`src/rtl/core/tridiagonal_thomas_solver_defines.svh`:
```
// Assertion macros shared by the solver RTL.
// Expects clk and arst_n in the scope where a macro is used.
`ifndef TRIDIAGONAL_THOMAS_SOLVER_DEFINES_SVH
`define TRIDIAGONAL_THOMAS_SOLVER_DEFINES_SVH

// Same-cycle implication
`define TTS_ASSERT_IMP(label, ante, cons, msg) \
	label: assert property (@(posedge clk) disable iff (!arst_n) (ante) |-> (cons)) \
		else $error(msg);

// Next-cycle implication
`define TTS_ASSERT_NXT(label, ante, cons, msg) \
	label: assert property (@(posedge clk) disable iff (!arst_n) (ante) |=> (cons)) \
		else $error(msg);

`endif

```
`src/rtl/core/tts_pkg.sv`:
```
// Package for the tridiagonal solver: sizes, payload structs, divider link, FSM states.
// No dependencies.
package tts_pkg;

	localparam int MAX_ROWS  = 64;
	localparam int FRAC_BITS = 16;
	localparam int DATA_W    = 32;
	localparam int ROW_W     = 6;
	localparam int ADDR_W    = $clog2(MAX_ROWS);

	// One row of the system
	typedef struct packed {
		logic signed [DATA_W-1:0] sub_coef;
		logic signed [DATA_W-1:0] diag_coef;
		logic signed [DATA_W-1:0] super_coef;
		logic signed [DATA_W-1:0] rhs_value;
		logic                     last_row;
	} row_req_t;

	// One solved unknown
	typedef struct packed {
		logic signed [DATA_W-1:0] solution_value;
		logic [ROW_W-1:0]         row_index;
		logic                     last_result;
		logic                     singular;
	} sol_res_t;

	// Classified row handed from front to back
	typedef struct packed {
		row_req_t          req;
		logic [ADDR_W-1:0] row;
		logic              final_row;
	} row_cmd_t;

	typedef struct packed {
		logic                     start;
		logic signed [DATA_W-1:0] dividend;
		logic signed [DATA_W-1:0] divisor;
	} div_req_t;

	typedef struct packed {
		logic                     busy;
		logic                     done;
		logic signed [DATA_W-1:0] quotient;
		logic                     ovf;
	} div_rsp_t;

	typedef enum logic [4:0] {
		ST_IDLE,
		ST_TAKE,
		ST_DIVM,
		ST_M1,
		ST_M2,
		ST_M3,
		ST_M4,
		ST_LAST,
		ST_DIVL,
		ST_BRD,
		ST_BM1,
		ST_BM2,
		ST_BSUB,
		ST_BDIV,
		ST_ORD,
		ST_OLD,
		ST_OWAIT
	} back_st_t;

endpackage

```
`src/rtl/core/tts_front.sv`:
```
// Front end: accepts row requests, numbers and classifies them, queues them for the back end.
// Depends on tts_pkg.
module tts_front (
	input  logic              clk,
	input  logic              arst_n,
	input  logic              row_valid,
	output logic              row_stall,
	input  tts_pkg::row_req_t row_data,
	output logic              cmd_valid,
	output tts_pkg::row_cmd_t cmd,
	input  logic              cmd_take
);
	import tts_pkg::*;

	localparam int QD = 2;
	localparam int PW = $clog2(QD);
	localparam int CW = $clog2(QD + 1);

	row_cmd_t          ents_q [QD];
	logic [PW-1:0]     wp_q, rp_q;
	logic [CW-1:0]     cnt_q;
	logic [ADDR_W-1:0] rc_q;
	logic              acc, fin;

	assign row_stall = (cnt_q == CW'(QD));
	assign acc       = row_valid && !row_stall;
	// Full store forces the end of the system
	assign fin       = row_data.last_row || (rc_q == ADDR_W'(MAX_ROWS - 1));
	assign cmd_valid = (cnt_q != '0);
	assign cmd       = ents_q[rp_q];

	always_ff @(posedge clk or negedge arst_n) begin
		if (!arst_n) begin
			wp_q  <= '0;
			rp_q  <= '0;
			cnt_q <= '0;
			rc_q  <= '0;
		end else begin
			if (acc) begin
				wp_q <= (wp_q == PW'(QD - 1)) ? '0 : wp_q + 1'b1;
				rc_q <= fin ? '0 : rc_q + 1'b1;
			end
			if (cmd_take) begin
				rp_q <= (rp_q == PW'(QD - 1)) ? '0 : rp_q + 1'b1;
			end
			if (acc && !cmd_take) begin
				cnt_q <= cnt_q + 1'b1;
			end else if (!acc && cmd_take) begin
				cnt_q <= cnt_q - 1'b1;
			end
		end
	end

	always_ff @(posedge clk) begin
		if (acc) begin
			ents_q[wp_q] <= row_cmd_t'{req: row_data, row: rc_q, final_row: fin};
		end
	end

endmodule

```
`config.mk`:
```
export PLATFORM = sky130hd
export DESIGN_NAME = tts_front
export DESIGN_NICKNAME = d
export VERILOG_FILES = /design/src/rtl/core/tridiagonal_thomas_solver_defines.svh /design/src/rtl/core/tts_pkg.sv /design/src/rtl/core/tts_front.sv
export SDC_FILE = /design/constraint.sdc
export NUM_CORES = 1
export LEC_CHECK = 0
export BUFFER_PORTS_ARGS = -buffer_cell sky130_fd_sc_hd__buf_2
export CORE_MARGIN = 10
export CORE_UTILIZATION = 35
export CTS_CLUSTER_DIAMETER = 40
export DETAILED_ROUTE_END_ITERATION = 8
export GPL_ROUTABILITY_DRIVEN = 0
export SETUP_SLACK_MARGIN = 0.2
export SLEW_MARGIN = 20
export SYNTH_ARGS = -nofsm -noshare
export SYNTH_HDL_FRONTEND = slang
export SYNTH_SLANG_ARGS = --single-unit
```
`constraint.sdc`:
```
create_clock -name clk -period 8.09 [get_ports clk]
set_input_delay 1.618 -clock clk [delete_from_list [all_inputs] [get_ports clk]]
set_output_delay 1.618 -clock clk [all_outputs]
set_load 0.01 [all_outputs]
```
* Yosys cells after proc, flatten, opt, wreduce, memory -nomap -nowiden
Memories as Yosys holds them, arrays and structs flattened.
Index checks and enable logic that the tools add are counted.
** Storage, ports and cells
- Flip-flop bits (word level) :: 10
- Bits in writable memories :: 272
- Input port bits :: 133
- Output and inout port bits :: 138
- Logic and storage cells :: 28
- Memories kept :: 1
** Operators by class
- Add/sub/neg operators :: 5
- Equal/unequal tests :: 2
- Mux-type cells :: 7
- Reductions and logical operators :: 9
** Memories
- ents_q :: words 2, width 136, read ports 1, clocked after memory_dff 0, write ports 1, line tts_front.sv:19 : row_cmd_t ents_q [QD];
** Operators with widths (count)
- adder 6 x 1 -> 6 bit (second input constant) :: 1
- == test 6 bit (second input constant) :: 1
- 2-to-1 mux 6 bit :: 1
- 2-to-1 mux 1 bit :: 4
- 2-to-1 mux 2 bit :: 2
- nonzero test 2 bit :: 2
- logical AND 1 bit :: 3
- logical NOT 1 bit :: 3
- adder 1 bit (second input constant) :: 2
- adder 2 x 1 -> 2 bit (second input constant) :: 1
- == test 2 bit (second input constant) :: 1
- subtractor 2 x 1 -> 2 bit (second input constant) :: 1
- logical OR 1 bit :: 1

* Longest topological paths before layout
- Word-level depth :: 7
- Depth in mapped cells :: 8
- Mapped depth without buffers :: 7

* Least setup slack after synthesis
Ideal clock, no wire load.
- Kind :: input-to-reg
- Start :: input port row_valid
- End :: memory ents_q[0][0] (netlist name) (enable)
- Setup time :: 0.635 ns
- Arrival :: 7.482 ns
- Required time :: 7.455 ns
- Slack :: -0.028 ns
- Stages on the path :: 3
- Cells stage by stage :: nand2_2 -> buf_6 -> nor2_1
** Between the ends
- Cells in the longest elaborated chain, start to end :: 3
** RTL lines
- start, declared :: line tts_front.sv:6 : input logic row_valid,
- logical AND 1 bit :: line tts_front.sv:26 : assign acc = row_valid && !row_stall;
- 2-to-1 mux 1 bit :: line tts_front.sv:55 : if (acc) begin
- 2-to-1 mux 1 bit (not written as such) :: line tts_front.sv:56 : ents_q[wp_q] <= row_cmd_t'{req: row_data, row: rc_q, final_row: fin};
- end, declared :: line tts_front.sv:19
No other way between the ends.

==> qor.yml <==
run_status:
  status: "finished, final reports clean"
critical_path:
  worstSetupEndpoint: "cmd[128]"
  slowest_stage: "buf_4"
  rr_worst_depth: 4
  worstPathCellList: "buf_4, mux2_2, buf_2"
  cp.arrival_ps: 2610
  worst-path-max-fanout: 62
  worstSetupStartpoint: "rp_q$_DFFE_PN0P_"
  cp_slowest_stage_delay_ps: 710
  reg2reg_slack_ps: 5460
  worstReg2RegEnd: "ents_q[0][109]$_DFFE_PP_"
  r2r-start: "cnt_q[0]$_DFFE_PN0P_"
  worstSetupStartpointType: "flip-flop"
  cp.required_ps: 6470
  end_kind: "output port"
  critical_path_class: "reg2out"
sta:
  fin_skew_ps: 11.92
  hold_violations: 0
  setup_viol: 0
  fin_crit_ps: 4225
  max_freq_mhz: 236.7
  worstMarginPinSlew_ps: 877.1
  rsz0062_at_grt: "no"
  final.period_utilization: 0.5222
  drv_slew: 0
  tns_ps: 0
  slew_headroom: 0.4153
cells_and_area:
  seq_area_sq_um: 8422
  final_nets: 915
  fin_util: 0.4677
  synthToLayoutAreaGrowth_pct: 30.98
  drive_gt1_frac: 0.5931
  fill_cells: 2540
  multiInputGateArea_sq_um: 1798
synthesis:
  synth_top_area_share: 0.7927
  synth_nets: 612
  synth-warning-count: 0
  synth_cells: 477
  synth.area.top_cells: "edfxtp_1, mux2_2, dfrtp_1"
  ys_seq_area_frac: 0.8170
  synth_cell_types: 27
  synth_seq_cells: 282
  synth_top_area_cell: "edfxtp_1"
  syn-cell-area_sq_um: 10300
  postSynthAreaPerCell_sq_um: 21.60
hold_path:
  hold_class: "reg2reg"
floorplanning:
  fp.coreArea_sq_um: 28860
  die_w_um: 191.6
  dieArea_sq_um: 36700
  io_pins: 271
  start_util: 0.3570
  die_height_um: 191.6
  row_count: 62
clock_network:
  clk_pin_slew_ps: 50
  h-tree-depth: 2
  cts-hold-fix-buffers: 0
  cts_resized: 0
  cts_tree: "built"
  clk_latency_ps: 500
  post_cts_buffers: 0
  clockBufferDepth: 3
  cts_root_buffer: "clkbuf_16"
  cts_made_buffers: 41
  clock_sinks: 282
placed_design:
  portBuffers: 270
  dp_hpwl_mm: 15.16
detailed_routing:
  via_per_inst: 4.490
  final_antenna_net_count: 0
  remaining_drc_errors: 0
  drtPass1Iterations: 4
  postRouteWirelength_mm: 22.40
  drt-wirelength-per-cell_um: 18.72
  first_iter_violations: 240
  vias: 5374
pwr:
  p_leak_nw: 5.089
  p_per_area_nw_per_um2: 383.2
  peakVddDrop_uv: 226.0
grt:
  grt_pass1_wl_mm: 33.76
  grt_start_max_net_pins: 77
  gr-usage-all-layers: 0.1181
  antenna_found_initial: 2
  overflow: 0
  grt_pass1_vias: 5922
job:
  drv_cap: 0
## report_power, final
group	switching, mW	internal (mW)
combinational	0.745	0.595
sequential	0.107	2.00
clock	0.621	1.10
## flip-flops by register name, summed over array words and instances, names as in the netlist
| name | flops |
|---|---|
| ents_q | 272 |
| rp_q | 1 |
| cnt_q | 2 |
| rc_q | 6 |
| wp_q | 1 |
## cells in the final DEF (no fill, tap or decap), types with 2 or more instances in the layout
cell type,n
edfxtp_1,272
buf_2,270
mux2_2,136
clkbuf_16,43
clkinv_1,10
dfrtp_1,9
nand2_1,8
inv_6,7
nand3_1,5
buf_4,5
inv_1,4
bufinv_16,4
clkinv_2,4
xor2_1,3
diode_2,2
xnor2_1,2
or2_0,2
o21ai_0,2
ha_1,2
clkinv_4,2
clkbuf_1,2
## worst max-delay path, delay by kind of cell, from the launching register on
family	cells	cell delay, ps
buffers and inverters	2	860
DFF	1	690
muxes	1	440
## area by class of cell
type	instances	share of cell area
inverters	4	0.001113
repair buffers	276	0.1050
clock inverters	29	0.02040
clock buffers	45	0.08029
multi-input cells	175	0.1332
diodes	2	0.0003709
flip-flops and latches	282	0.6241
well taps	384	0.03560
## cell families (layout without fill, tap and decap cells)
group                      count (synthesis)  in the layout  share of synthesized area
AOI/OAI and AO/OA                          7              7                   0.005101
DFF                                      282            282                     0.8170
muxes                                    136            136                     0.1486
buffers and inverters                     20            354                   0.009714
and+or+nand+nor                           25             25                    0.01287
adders and majority gates                  2              2                   0.002428
other                                      0              2                          0
xor gates and xnor gates                   5              5                   0.004251
## how the worst min path moves through the flow
stage / from / to / slack (ps) / depth (start not counted)
final: cnt_q[1]$_DFFE_PN0P_ / cnt_q[1]$_DFFE_PN0P_ / 510 / 1
after CTS: cnt_q[1]$_DFFE_PN0P_ / cnt_q[1]$_DFFE_PN0P_ / 510 / 1
after floorplan: cnt_q[1]$_DFFE_PN0P_ / cnt_q[1]$_DFFE_PN0P_ / 480 / 1
after global routing: cnt_q[1]$_DFFE_PN0P_ / cnt_q[1]$_DFFE_PN0P_ / 520 / 1
after global placement: cnt_q[1]$_DFFE_PN0P_ / cnt_q[1]$_DFFE_PN0P_ / 490 / 1
after detailed placement: cnt_q[1]$_DFFE_PN0P_ / cnt_q[1]$_DFFE_PN0P_ / 500 / 1
## metrics by stage
stage | cell area, sq um | total power, mW | hold WS [ps] | setup slack (ps) | instances
2_1_floorplan | 10310 | 2.981 | 475.1 | 2333 | 477
3_3_place_gp | 12100 | 3.504 | 494.0 | 3803 | 1120
3_5_place_dp | 12100 | 3.517 | 499.4 | 3797 | 1120
4_1_cts | 13460 | 5.269 | 513.8 | 3242 | 1194
5_1_grt | 13500 | 5.449 | 523.1 | 3700 | 1197
6_report | 13500 | 5.171 | 512.5 | 3865 | 1197
## synthesized netlist by cell type
cell / count
edfxtp_1: 272
mux2_2: 136
buf_2: 14
dfrtp_1: 10
nand2_1: 8
nand3_1: 5
inv_1: 4
xor2_1: 3
and3_1: 2
ha_1: 2
nor2_1: 2
o21ai_0: 2
or2_0: 2
xnor2_1: 2
a21o_1: 1
a21oi_1: 1
a31oi_1: 1
buf_6: 1
clkbuf_1: 1
nand2_2: 1
nand2b_2: 1
nor3b_1: 1
nor4b_1: 1
o311ai_2: 1
o31ai_1: 1
or2_2: 1
or4_1: 1
## routing by layer
layer / up-vias / global-route usage / wire length [um]
li1: 2516 / - / -
met1: 2635 / 0.1385 / 9119
met2: 178 / 0.1998 / 11130
met3: 45 / 0.03881 / 1624
met4: 0 / 0.04117 / 535
met5: - / 0 / 0
Note: power is estimated with default switching activity, not from simulation.
