File: config.mk
export PLATFORM = sky130hd
export DESIGN_NAME = tts_div
export DESIGN_NICKNAME = d
export VERILOG_FILES = /design/src/rtl/core/tridiagonal_thomas_solver_defines.svh /design/src/rtl/core/tts_pkg.sv /design/src/rtl/core/tts_div.sv
export SDC_FILE = /design/constraint.sdc
export NUM_CORES = 1
export LEC_CHECK = 0
export ABC_AREA = 1
export BUFFER_PORTS_ARGS = -buffer_cell sky130_fd_sc_hd__buf_2
export CAP_MARGIN = 20
export CORE_MARGIN = 2
export CORE_UTILIZATION = 40
export DETAILED_ROUTE_END_ITERATION = 10
export PLACE_DENSITY = 0.6
export RECOVER_POWER = 100
export SYNTH_ARGS = -nofsm -noshare
export SYNTH_HDL_FRONTEND = slang
export SYNTH_SLANG_ARGS = --single-unit
File: constraint.sdc
create_clock -name clk -period 3.56 [get_ports clk]
set_clock_uncertainty 0.1 [all_clocks]
set_input_delay 0.178 -clock clk [delete_from_list [all_inputs] [get_ports clk]]
set_output_delay 0.178 -clock clk [all_outputs]
set_load 0.02 [all_outputs]
File: src/rtl/core/tridiagonal_thomas_solver_defines.svh
// Assertion macros shared by the solver RTL.
// Expects clk and arst_n in the scope where a macro is used.
`ifndef TRIDIAGONAL_THOMAS_SOLVER_DEFINES_SVH
`define TRIDIAGONAL_THOMAS_SOLVER_DEFINES_SVH

// Same-cycle implication
`define TTS_ASSERT_IMP(label, ante, cons, msg) \
	label: assert property (@(posedge clk) disable iff (!arst_n) (ante) |-> (cons)) \
		else $error(msg);

// Next-cycle implication
`define TTS_ASSERT_NXT(label, ante, cons, msg) \
	label: assert property (@(posedge clk) disable iff (!arst_n) (ante) |=> (cons)) \
		else $error(msg);

`endif

File: src/rtl/core/tts_pkg.sv
// Package for the tridiagonal solver: sizes, payload structs, divider link, FSM states.
// No dependencies.
package tts_pkg;

	localparam int MAX_ROWS  = 64;
	localparam int FRAC_BITS = 16;
	localparam int DATA_W    = 32;
	localparam int ROW_W     = 6;
	localparam int ADDR_W    = $clog2(MAX_ROWS);

	// One row of the system
	typedef struct packed {
		logic signed [DATA_W-1:0] sub_coef;
		logic signed [DATA_W-1:0] diag_coef;
		logic signed [DATA_W-1:0] super_coef;
		logic signed [DATA_W-1:0] rhs_value;
		logic                     last_row;
	} row_req_t;

	// One solved unknown
	typedef struct packed {
		logic signed [DATA_W-1:0] solution_value;
		logic [ROW_W-1:0]         row_index;
		logic                     last_result;
		logic                     singular;
	} sol_res_t;

	// Classified row handed from front to back
	typedef struct packed {
		row_req_t          req;
		logic [ADDR_W-1:0] row;
		logic              final_row;
	} row_cmd_t;

	typedef struct packed {
		logic                     start;
		logic signed [DATA_W-1:0] dividend;
		logic signed [DATA_W-1:0] divisor;
	} div_req_t;

	typedef struct packed {
		logic                     busy;
		logic                     done;
		logic signed [DATA_W-1:0] quotient;
		logic                     ovf;
	} div_rsp_t;

	typedef enum logic [4:0] {
		ST_IDLE,
		ST_TAKE,
		ST_DIVM,
		ST_M1,
		ST_M2,
		ST_M3,
		ST_M4,
		ST_LAST,
		ST_DIVL,
		ST_BRD,
		ST_BM1,
		ST_BM2,
		ST_BSUB,
		ST_BDIV,
		ST_ORD,
		ST_OLD,
		ST_OWAIT
	} back_st_t;

endpackage

File: src/rtl/core/tts_div.sv
// Iterative signed fixed-point divider, two quotient bits per cycle, saturating.
// Depends on tts_pkg.
module tts_div (
	input  logic              clk,
	input  logic              arst_n,
	input  tts_pkg::div_req_t req,
	output tts_pkg::div_rsp_t rsp
);
	import tts_pkg::*;

	localparam int DW    = DATA_W + FRAC_BITS;
	localparam int STEPS = 2;
	localparam int ITER  = (DW + STEPS - 1) / STEPS;
	localparam int PW    = ITER * STEPS;
	localparam int CW    = $clog2(ITER + 1);

	logic              busy_q, done_q, ovf_q, neg_q;
	logic [CW-1:0]     cnt_q;
	logic [PW-1:0]     dvd_q, quo_q;
	logic [DATA_W:0]   rem_q;
	logic [DATA_W-1:0] dvs_q, res_q;

	logic [DATA_W-1:0] mag_a, mag_b;
	logic [DATA_W:0]   rem_n;
	logic [PW-1:0]     dvd_n, quo_n;
	logic              last_iter;
	logic              sat_hi;
	logic [DATA_W-1:0] res_n;

	assign mag_a = req.dividend[DATA_W-1] ? (~req.dividend + 1'b1) : req.dividend;
	assign mag_b = req.divisor[DATA_W-1] ? (~req.divisor + 1'b1) : req.divisor;
	assign last_iter = (cnt_q == CW'(ITER));

	// Restoring steps on magnitudes
	always_comb begin
		rem_n = rem_q;
		dvd_n = dvd_q;
		quo_n = quo_q;
		for (int k = 0; k < STEPS; k++) begin
			rem_n = {rem_n[DATA_W-1:0], dvd_n[PW-1]};
			dvd_n = {dvd_n[PW-2:0], 1'b0};
			if (rem_n >= {1'b0, dvs_q}) begin
				rem_n = rem_n - {1'b0, dvs_q};
				quo_n = {quo_n[PW-2:0], 1'b1};
			end else begin
				quo_n = {quo_n[PW-2:0], 1'b0};
			end
		end
	end

	// Sign and saturation of the finished quotient
	always_comb begin
		if (neg_q) begin
			sat_hi = quo_q > PW'(33'h080000000);
			res_n  = sat_hi ? 32'h80000000 : (~quo_q[DATA_W-1:0] + 1'b1);
		end else begin
			sat_hi = quo_q > PW'(32'h7FFFFFFF);
			res_n  = sat_hi ? 32'h7FFFFFFF : quo_q[DATA_W-1:0];
		end
	end

	// Control
	always_ff @(posedge clk or negedge arst_n) begin
		if (!arst_n) begin
			busy_q <= 1'b0;
			done_q <= 1'b0;
			cnt_q  <= '0;
		end else begin
			done_q <= 1'b0;
			if (req.start) begin
				busy_q <= 1'b1;
				cnt_q  <= '0;
			end else if (busy_q) begin
				if (last_iter) begin
					busy_q <= 1'b0;
					done_q <= 1'b1;
				end else begin
					cnt_q <= cnt_q + 1'b1;
				end
			end
		end
	end

	// Datapath
	always_ff @(posedge clk) begin
		if (req.start) begin
			dvd_q <= PW'({mag_a, {FRAC_BITS{1'b0}}});
			quo_q <= '0;
			rem_q <= '0;
			dvs_q <= mag_b;
			neg_q <= req.dividend[DATA_W-1] ^ req.divisor[DATA_W-1];
		end else if (busy_q && !last_iter) begin
			dvd_q <= dvd_n;
			quo_q <= quo_n;
			rem_q <= rem_n;
		end else if (busy_q) begin
			res_q <= res_n;
			ovf_q <= sat_hi;
		end
	end

	assign rsp.busy     = busy_q;
	assign rsp.done     = done_q;
	assign rsp.quotient = res_q;
	assign rsp.ovf      = ovf_q;

endmodule

# Word-level counts from Yosys, hierarchy flattened
# Index checks and enable logic that the tools add are counted.
dict set report word_totals {
  inputBits 67
  regBits 185
  ramBits 0
  word_cells 56
  latchBits 0
  mem_count 0
  mem_bits_ro 0
}
dict set report classes {
  n_mul 0
  add_sub_neg 6
  div_mod_pow 0
  n_lt_le_gt_ge 4
  reduce_logical 6
  muxes 21
  shifts 0
  n_eq_ne 2
  bitwise_logic 6
}
# op n
set ops {}
lappend ops {{32-bit 2-to-1 mux} 6}
lappend ops {{32-bit by 1-bit adder with 32-bit output, second input constant} 3}
lappend ops {{48-bit 2-to-1 mux} 2}
lappend ops {{32-bit inverter} 3}
lappend ops {{33-bit by 32-bit >= comparator with 1-bit output} 2}
lappend ops {{32-bit subtractor} 2}
lappend ops {{48-bit by 31-bit > comparator with 1-bit output, second input constant} 1}
lappend ops {{48-bit by 32-bit > comparator with 1-bit output, second input constant} 1}
lappend ops {{31-bit 2-to-1 mux} 1}
lappend ops {{5-bit 2-to-1 mux} 3}
lappend ops {{1-bit 2-to-1 mux} 9}
lappend ops {{5-bit by 1-bit adder with 5-bit output, second input constant} 1}
lappend ops {{5-bit equality test, second input constant} 1}
lappend ops {{2-bit nonzero test} 2}
lappend ops {{3-bit AND reduction} 1}
lappend ops {{2-bit inequality test, second input constant} 1}
lappend ops {{1-bit inverter} 2}
lappend ops {{2-bit AND reduction} 1}
lappend ops {{1-bit logical AND} 1}
lappend ops {{1-bit logical NOT} 1}
lappend ops {{1-bit XOR} 1}

# Logic depth before layout (Yosys ltp)
dict set report logic_depth {
  word_depth 5
  ltp_mapped 32
}

# Least setup slack after synthesis
# No wires, ideal clock.
dict set report synth_path {
  kind {flip-flop to flip-flop}
  start {reg cnt_q[0]}
  end {reg ovf_q (enable)}
  setup_slack_ns -0.356
  setup_ns 0.423
  arrival_ns 3.394
  t_required_ns 3.037
  stages_incl_launch_ff 10
  cell_sequence {dfrtp_1 > inv_1 > ha_1 > nand4_1 > inv_1 > nor2_2 > nor2_1 > clkinv_1 > clkbuf_1 > nor2_1}
}
dict set report synth_between {
  elab_chain_len 5
}
# item line_no
set synth_rtl {}
lappend synth_rtl {{start, declared} tts_div.sv:18} ;# logic [CW-1:0] cnt_q;
lappend synth_rtl {{start signal, assigned} tts_div.sv:78} ;# cnt_q <= cnt_q + 1'b1;
lappend synth_rtl {{5-bit equality test} tts_div.sv:32} ;# assign last_iter = (cnt_q == CW'(ITER));
lappend synth_rtl {{1-bit logical NOT} tts_div.sv:92} ;# end else if (busy_q && !last_iter) begin
lappend synth_rtl {{1-bit logical AND} tts_div.sv:92}
lappend synth_rtl {{1-bit inverter (no line)} -}
lappend synth_rtl {{3-bit AND reduction (no line)} -}
lappend synth_rtl {{end signal, assigned} tts_div.sv:98} ;# ovf_q <= sat_hi;
lappend synth_rtl {{end, declared} tts_div.sv:17} ;# logic busy_q, done_q, ovf_q, neg_q;
# Every way passes these cells.
# A chain may end at the register's enable or synchronous reset.

# Worst setup path in the final report
dict set report layout_path {
  start {reg dvd_q[47]}
  end {reg rem_q[24]}
}
dict set report layout_between {
  elab_chain_len 4
}
# item line_no
set layout_rtl {}
lappend layout_rtl {{start, declared} tts_div.sv:19} ;# logic [PW-1:0] dvd_q, quo_q;
lappend layout_rtl {{start signal, assigned} tts_div.sv:87} ;# dvd_q <= PW'({mag_a, {FRAC_BITS{1'b0}}});
lappend layout_rtl {{start signal, assigned} tts_div.sv:93} ;# dvd_q <= dvd_n;
lappend layout_rtl {{32-bit subtractor / 33-bit by 32-bit >= comparator with 1-bit output (equally long branches)} {tts_div.sv:43, tts_div.sv:42}}
lappend layout_rtl {{32-bit 2-to-1 mux *} tts_div.sv:42} ;# if (rem_n >= {1'b0, dvs_q}) begin
lappend layout_rtl {{32-bit subtractor / 33-bit by 32-bit >= comparator with 1-bit output (equally long branches)} {tts_div.sv:43, tts_div.sv:42}}
lappend layout_rtl {{32-bit 2-to-1 mux *} tts_div.sv:42}
lappend layout_rtl {{end signal, assigned} tts_div.sv:95} ;# rem_q <= rem_n;
lappend layout_rtl {{end, declared} tts_div.sv:20} ;# logic [DATA_W:0] rem_q;
# Every way passes the cells marked *; elsewhere a longest branch is shown, timed or not.

==> flow_summary_export.csv <==
group,metric,value,unit
synthesis,syn-cell-area,0.01394,mm2
routing,drt-wirelength-per-cell,16.46,um
clock_network,numCtsBuffers,17,
setup_path,worst-path-buf-inv,7,
power_and_ir_drop,combPwrFrac,0.761,
power_and_ir_drop,switching_share,0.4527,
finish,diodes,0,
floorplanning,initial_core_util,0.4045,
finish,fillers,3144,
global_routing,grt_max_degree,52,
synthesis,synth_fp_nets,2155,
timing,tightest_slew,1087,ps
synthesis,netlist_instances,2017,
power_and_ir_drop,finalPower,0.02009,W
power_and_ir_drop,power_density,981.8,mW/mm2
floorplanning,core_area,0.03446,mm2
setup_path,arrival,4430,ps
timing,max_freq,0.2407,GHz
clock_network,h-tree-depth,4,
global_routing,grtUsageMet3,0.03331,
global_routing,gr-max-usage-layer,"met2",
clock_network,clock-sinks,185,
power_and_ir_drop,p_switching,0.009097,W
global_routing,grt_pass1_vias,14816,
clock_network,cts_root_buffer,"clkbuf_16",
setup_path,cp_top_family,"simple AND/OR/NAND/NOR gates",
power_and_ir_drop,peakVddDrop,0.0004465,V
global_routing,use_met2,0.4449,
setup_path,crit_type,"flip-flop to flip-flop",
setup_path,cp_common_cell,"nand2_2",
clock_network,cts_tree,"yes",
floorplanning,die-height,190.7,um
placed_design,hpwl,36550,um
finish,final_layout_size_suffix_gt1_frac,0.3404,
synthesis,synth.avg_cell_area,6.910,um2
routing,drt-pass1-iter-count,6,
timing,fin_ws,-595.1,ps
routing,first_iter_violations,1119,
finish,area_growth,46.83,%
placed_design,dp.cells,2831,
clock_network,path_clk_slew,70,ps
global_routing,globalRouteOverflowTotal,0,
synthesis,ys_warn_count,0,
timing,hold_viol_final,0,
synthesis,ys_types,49,
routing,drc_errors,0,
timing,setup_viol,33,
setup_path,cp_slowest_cell,"edfxtp_1",
routing,wl,48790,um
power_and_ir_drop,seq_power_share,0.142,
timing,relSlewSlack,0.2750,
floorplanning,ios,102,
floorplanning,fp.dieW,190.7,um
clock_network,cts_max_path_buffers,2,
floorplanning,dieArea,0.03636,mm2
timing,finalCritPeriodShare,1.167,
setup_path,start_kind,"flip-flop",
global_routing,met1_usage,0.3659,
power_and_ir_drop,total_leakage_power,9.418,nW
finish,final_nets,2634,
global_routing,antenna_found_initial,0,
power_and_ir_drop,intPower,0.01100,W
setup_path,slowest_delay,460,ps
synthesis,ys_seq_area_frac,0.3386,
setup_path,cp-end-kind,"flip-flop",
timing,slew_violations,0,
global_routing,grt_first_pass_wirelength,76700,um
timing,layout_min_cycle_time,4155,ps
timing,rsz0062_at_grt,"yes",
routing,drtAntennaViolNets,0,
routing,viasPerCell,5.130,
power_and_ir_drop,clkPwrFrac,0.097,
synthesis,synth_seq_cells,185,
finish,final_cells,2964,
setup_path,critPathMaxFanout,5,
clock_network,clk_latency,460,ps
placed_design,gp_congestion,0.9771,
global_routing,grt_usage,0.2695,
floorplanning,row_count,68,
routing,vias,15206,
status,violations,"setup timing",
setup_path,crit_required,3840,ps
flow_run,maxCapViolCount,0,
placed_design,port_buffers,101,
status,status,"finished, violations left",
hold_path,hold_path_class,"input pin to flip-flop",
-- cells in the final DEF (no fill, tap or decap), drive strengths merged, types with 2 or more instances in the layout --
cell type,count
clkbuf,59
buf,450
o22ai,47
nand3,87
inv,304
a31oi,15
dlygate4sd3,27
ha,69
dfxtp,80
nand2,463
nor4,11
or2,16
nor3,33
nand4,22
nand3b,9
dfrtp,7
nor2,289
o211ai,6
o31ai,2
o21a,10
edfxtp,98
a21oi,99
o21ai,170
xnor2,27
xor2,73
fa,2
a21o,8
clkinv,3
o21bai,16
-- flip-flops by register name, indices dropped and copies added (netlist names) --
signal / flops
ovf_q: 1
res_q: 32
dvd_q: 32
cnt_q: 5
busy_q: 1
quo_q: 48
dvs_q: 32
done_q: 1
rem_q: 32
neg_q: 1
-- Yosys cell counts (all sizes together) --
cell type / count / area, um2
a21boi: 1 / 7.510
a21o: 8 / 60.06
a21oi: 99 / 503.0
a31oi: 15 / 93.84
and2: 1 / 6.260
and3: 1 / 6.260
buf: 19 / 135.1
clkbuf: 38 / 143.9
clkinv: 1 / 3.750
dfrtp: 7 / 175.2
dfxtp: 80 / 1602
edfxtp: 98 / 2943
fa: 2 / 40.04
ha: 69 / 863.3
inv: 296 / 1111
nand2: 462 / 1762
nand3: 87 / 480.5
nand3b: 9 / 67.56
nand4: 22 / 152.7
nor2: 289 / 1115
nor3: 33 / 202.7
nor3b: 1 / 7.510
nor4: 11 / 68.82
o211ai: 6 / 45.04
o21a: 10 / 75.07
o21ai: 170 / 854.6
o21bai: 16 / 120.1
o22ai: 47 / 294.0
o31ai: 2 / 15.01
o41ai: 1 / 8.760
or2: 16 / 100.1
xnor2: 27 / 236.5
xor2: 73 / 639.4
-- path summary, 6_finish.rpt --
check,from,end,slack [ps],cells after the start
worst max-delay path,dvd_q[47]$_DFFE_PP_,rem_q[24]$_SDFFE_PP0P_,-600,28
worst min-delay path,req[26],dvs_q[26]$_DFFE_PP_,30,2
worst max register to register,dvd_q[47]$_DFFE_PP_,rem_q[24]$_SDFFE_PP0P_,-600,28
worst min register to register,quo_q[46]$_SDFFE_PP0P_,quo_q[46]$_SDFFE_PP0P_,380,2
max in group asynchronous,arst_n,cnt_q[0]$_DFFE_PN0P_,2550,3
min in group asynchronous,arst_n,done_q$_DFF_PN0_,570,3
-- cell families (layout without fill, tap and decap cells) --
| family | count (synthesis) | count (layout) | synth area share |
|---|---|---|---|
| fa+ha+maj | 71 | 71 | 0.06481 |
| buf+inv | 354 | 845 | 0.1000 |
| compound gates | 375 | 375 | 0.1490 |
| xor+xnor | 100 | 100 | 0.06284 |
| flops | 185 | 185 | 0.3386 |
| simple gates | 932 | 933 | 0.2847 |
-- worst register-to-register path: cells and delay by family (launching register included) --
kind | cells | cell delay (ps)
AO/OA/AOI/OAI | 4 | 630
flip-flops | 1 | 460
AND/OR/NAND/NOR | 14 | 1540
adder cells (fa/ha/maj) | 3 | 620
buffers and inverters | 7 | 730
-- stage by stage --
step	TNS, ps	util	instance area [um2]	setup WS (ps)	hold slack (ps)
4_1_cts	-15240	0.5775	19900	-482.5	16.15
3_3_place_gp	-28160	0.5114	17620	-948.3	-82.14
3_5_place_dp	-30550	0.5114	17620	-991.3	-79.43
5_1_grt	-23960	0.5939	20470	-789.1	31.78
6_report	-17670	0.5939	20470	-595.1	28.63
2_1_floorplan	0	-	14400	5.123	-217.6
-- area by class of cell --
class / count / area (um2) / area share
tap: 455 / 569.3 / 0.02782
sequential: 185 / 4730 / 0.2311
timing repair buffer: 516 / 3946 / 0.1928
inverter: 297 / 1122 / 0.05484
multi-input combinational: 1479 / 9504 / 0.4644
clock buffer: 20 / 467.9 / 0.02286
clock inverter: 12 / 126.4 / 0.006175
-- timing repair --
action | 4_1_cts | 5_1_grt
endpoints found under the setup margin | 33 | 33
gates cloned | 8 | 2
resized for setup | 231 | 140
endpoints found under the hold margin | 32 | 0
setup buffers | 42 | 25
hold buffers | 27 | 0
pin swaps | 33 | 54
-- power groups by stage --
stage	registers (W)	clock network, W	logic [W]
floorplan	0.00276	0	0.00682
global placement	0.00285	0	0.0116
detailed placement	0.00285	0	0.0117
CTS	0.00284	0.00198	0.0142
global route	0.00288	0.00205	0.0166
finish	0.00286	0.00195	0.0153
-- routing by layer --
metal,vias to the layer above,part of all wire
li1,7538,-
met5,-,0
met2,476,0.46
met1,7117,0.46
met3,75,0.052
met4,0,0.029
Power figures use the tool's default switching activity.
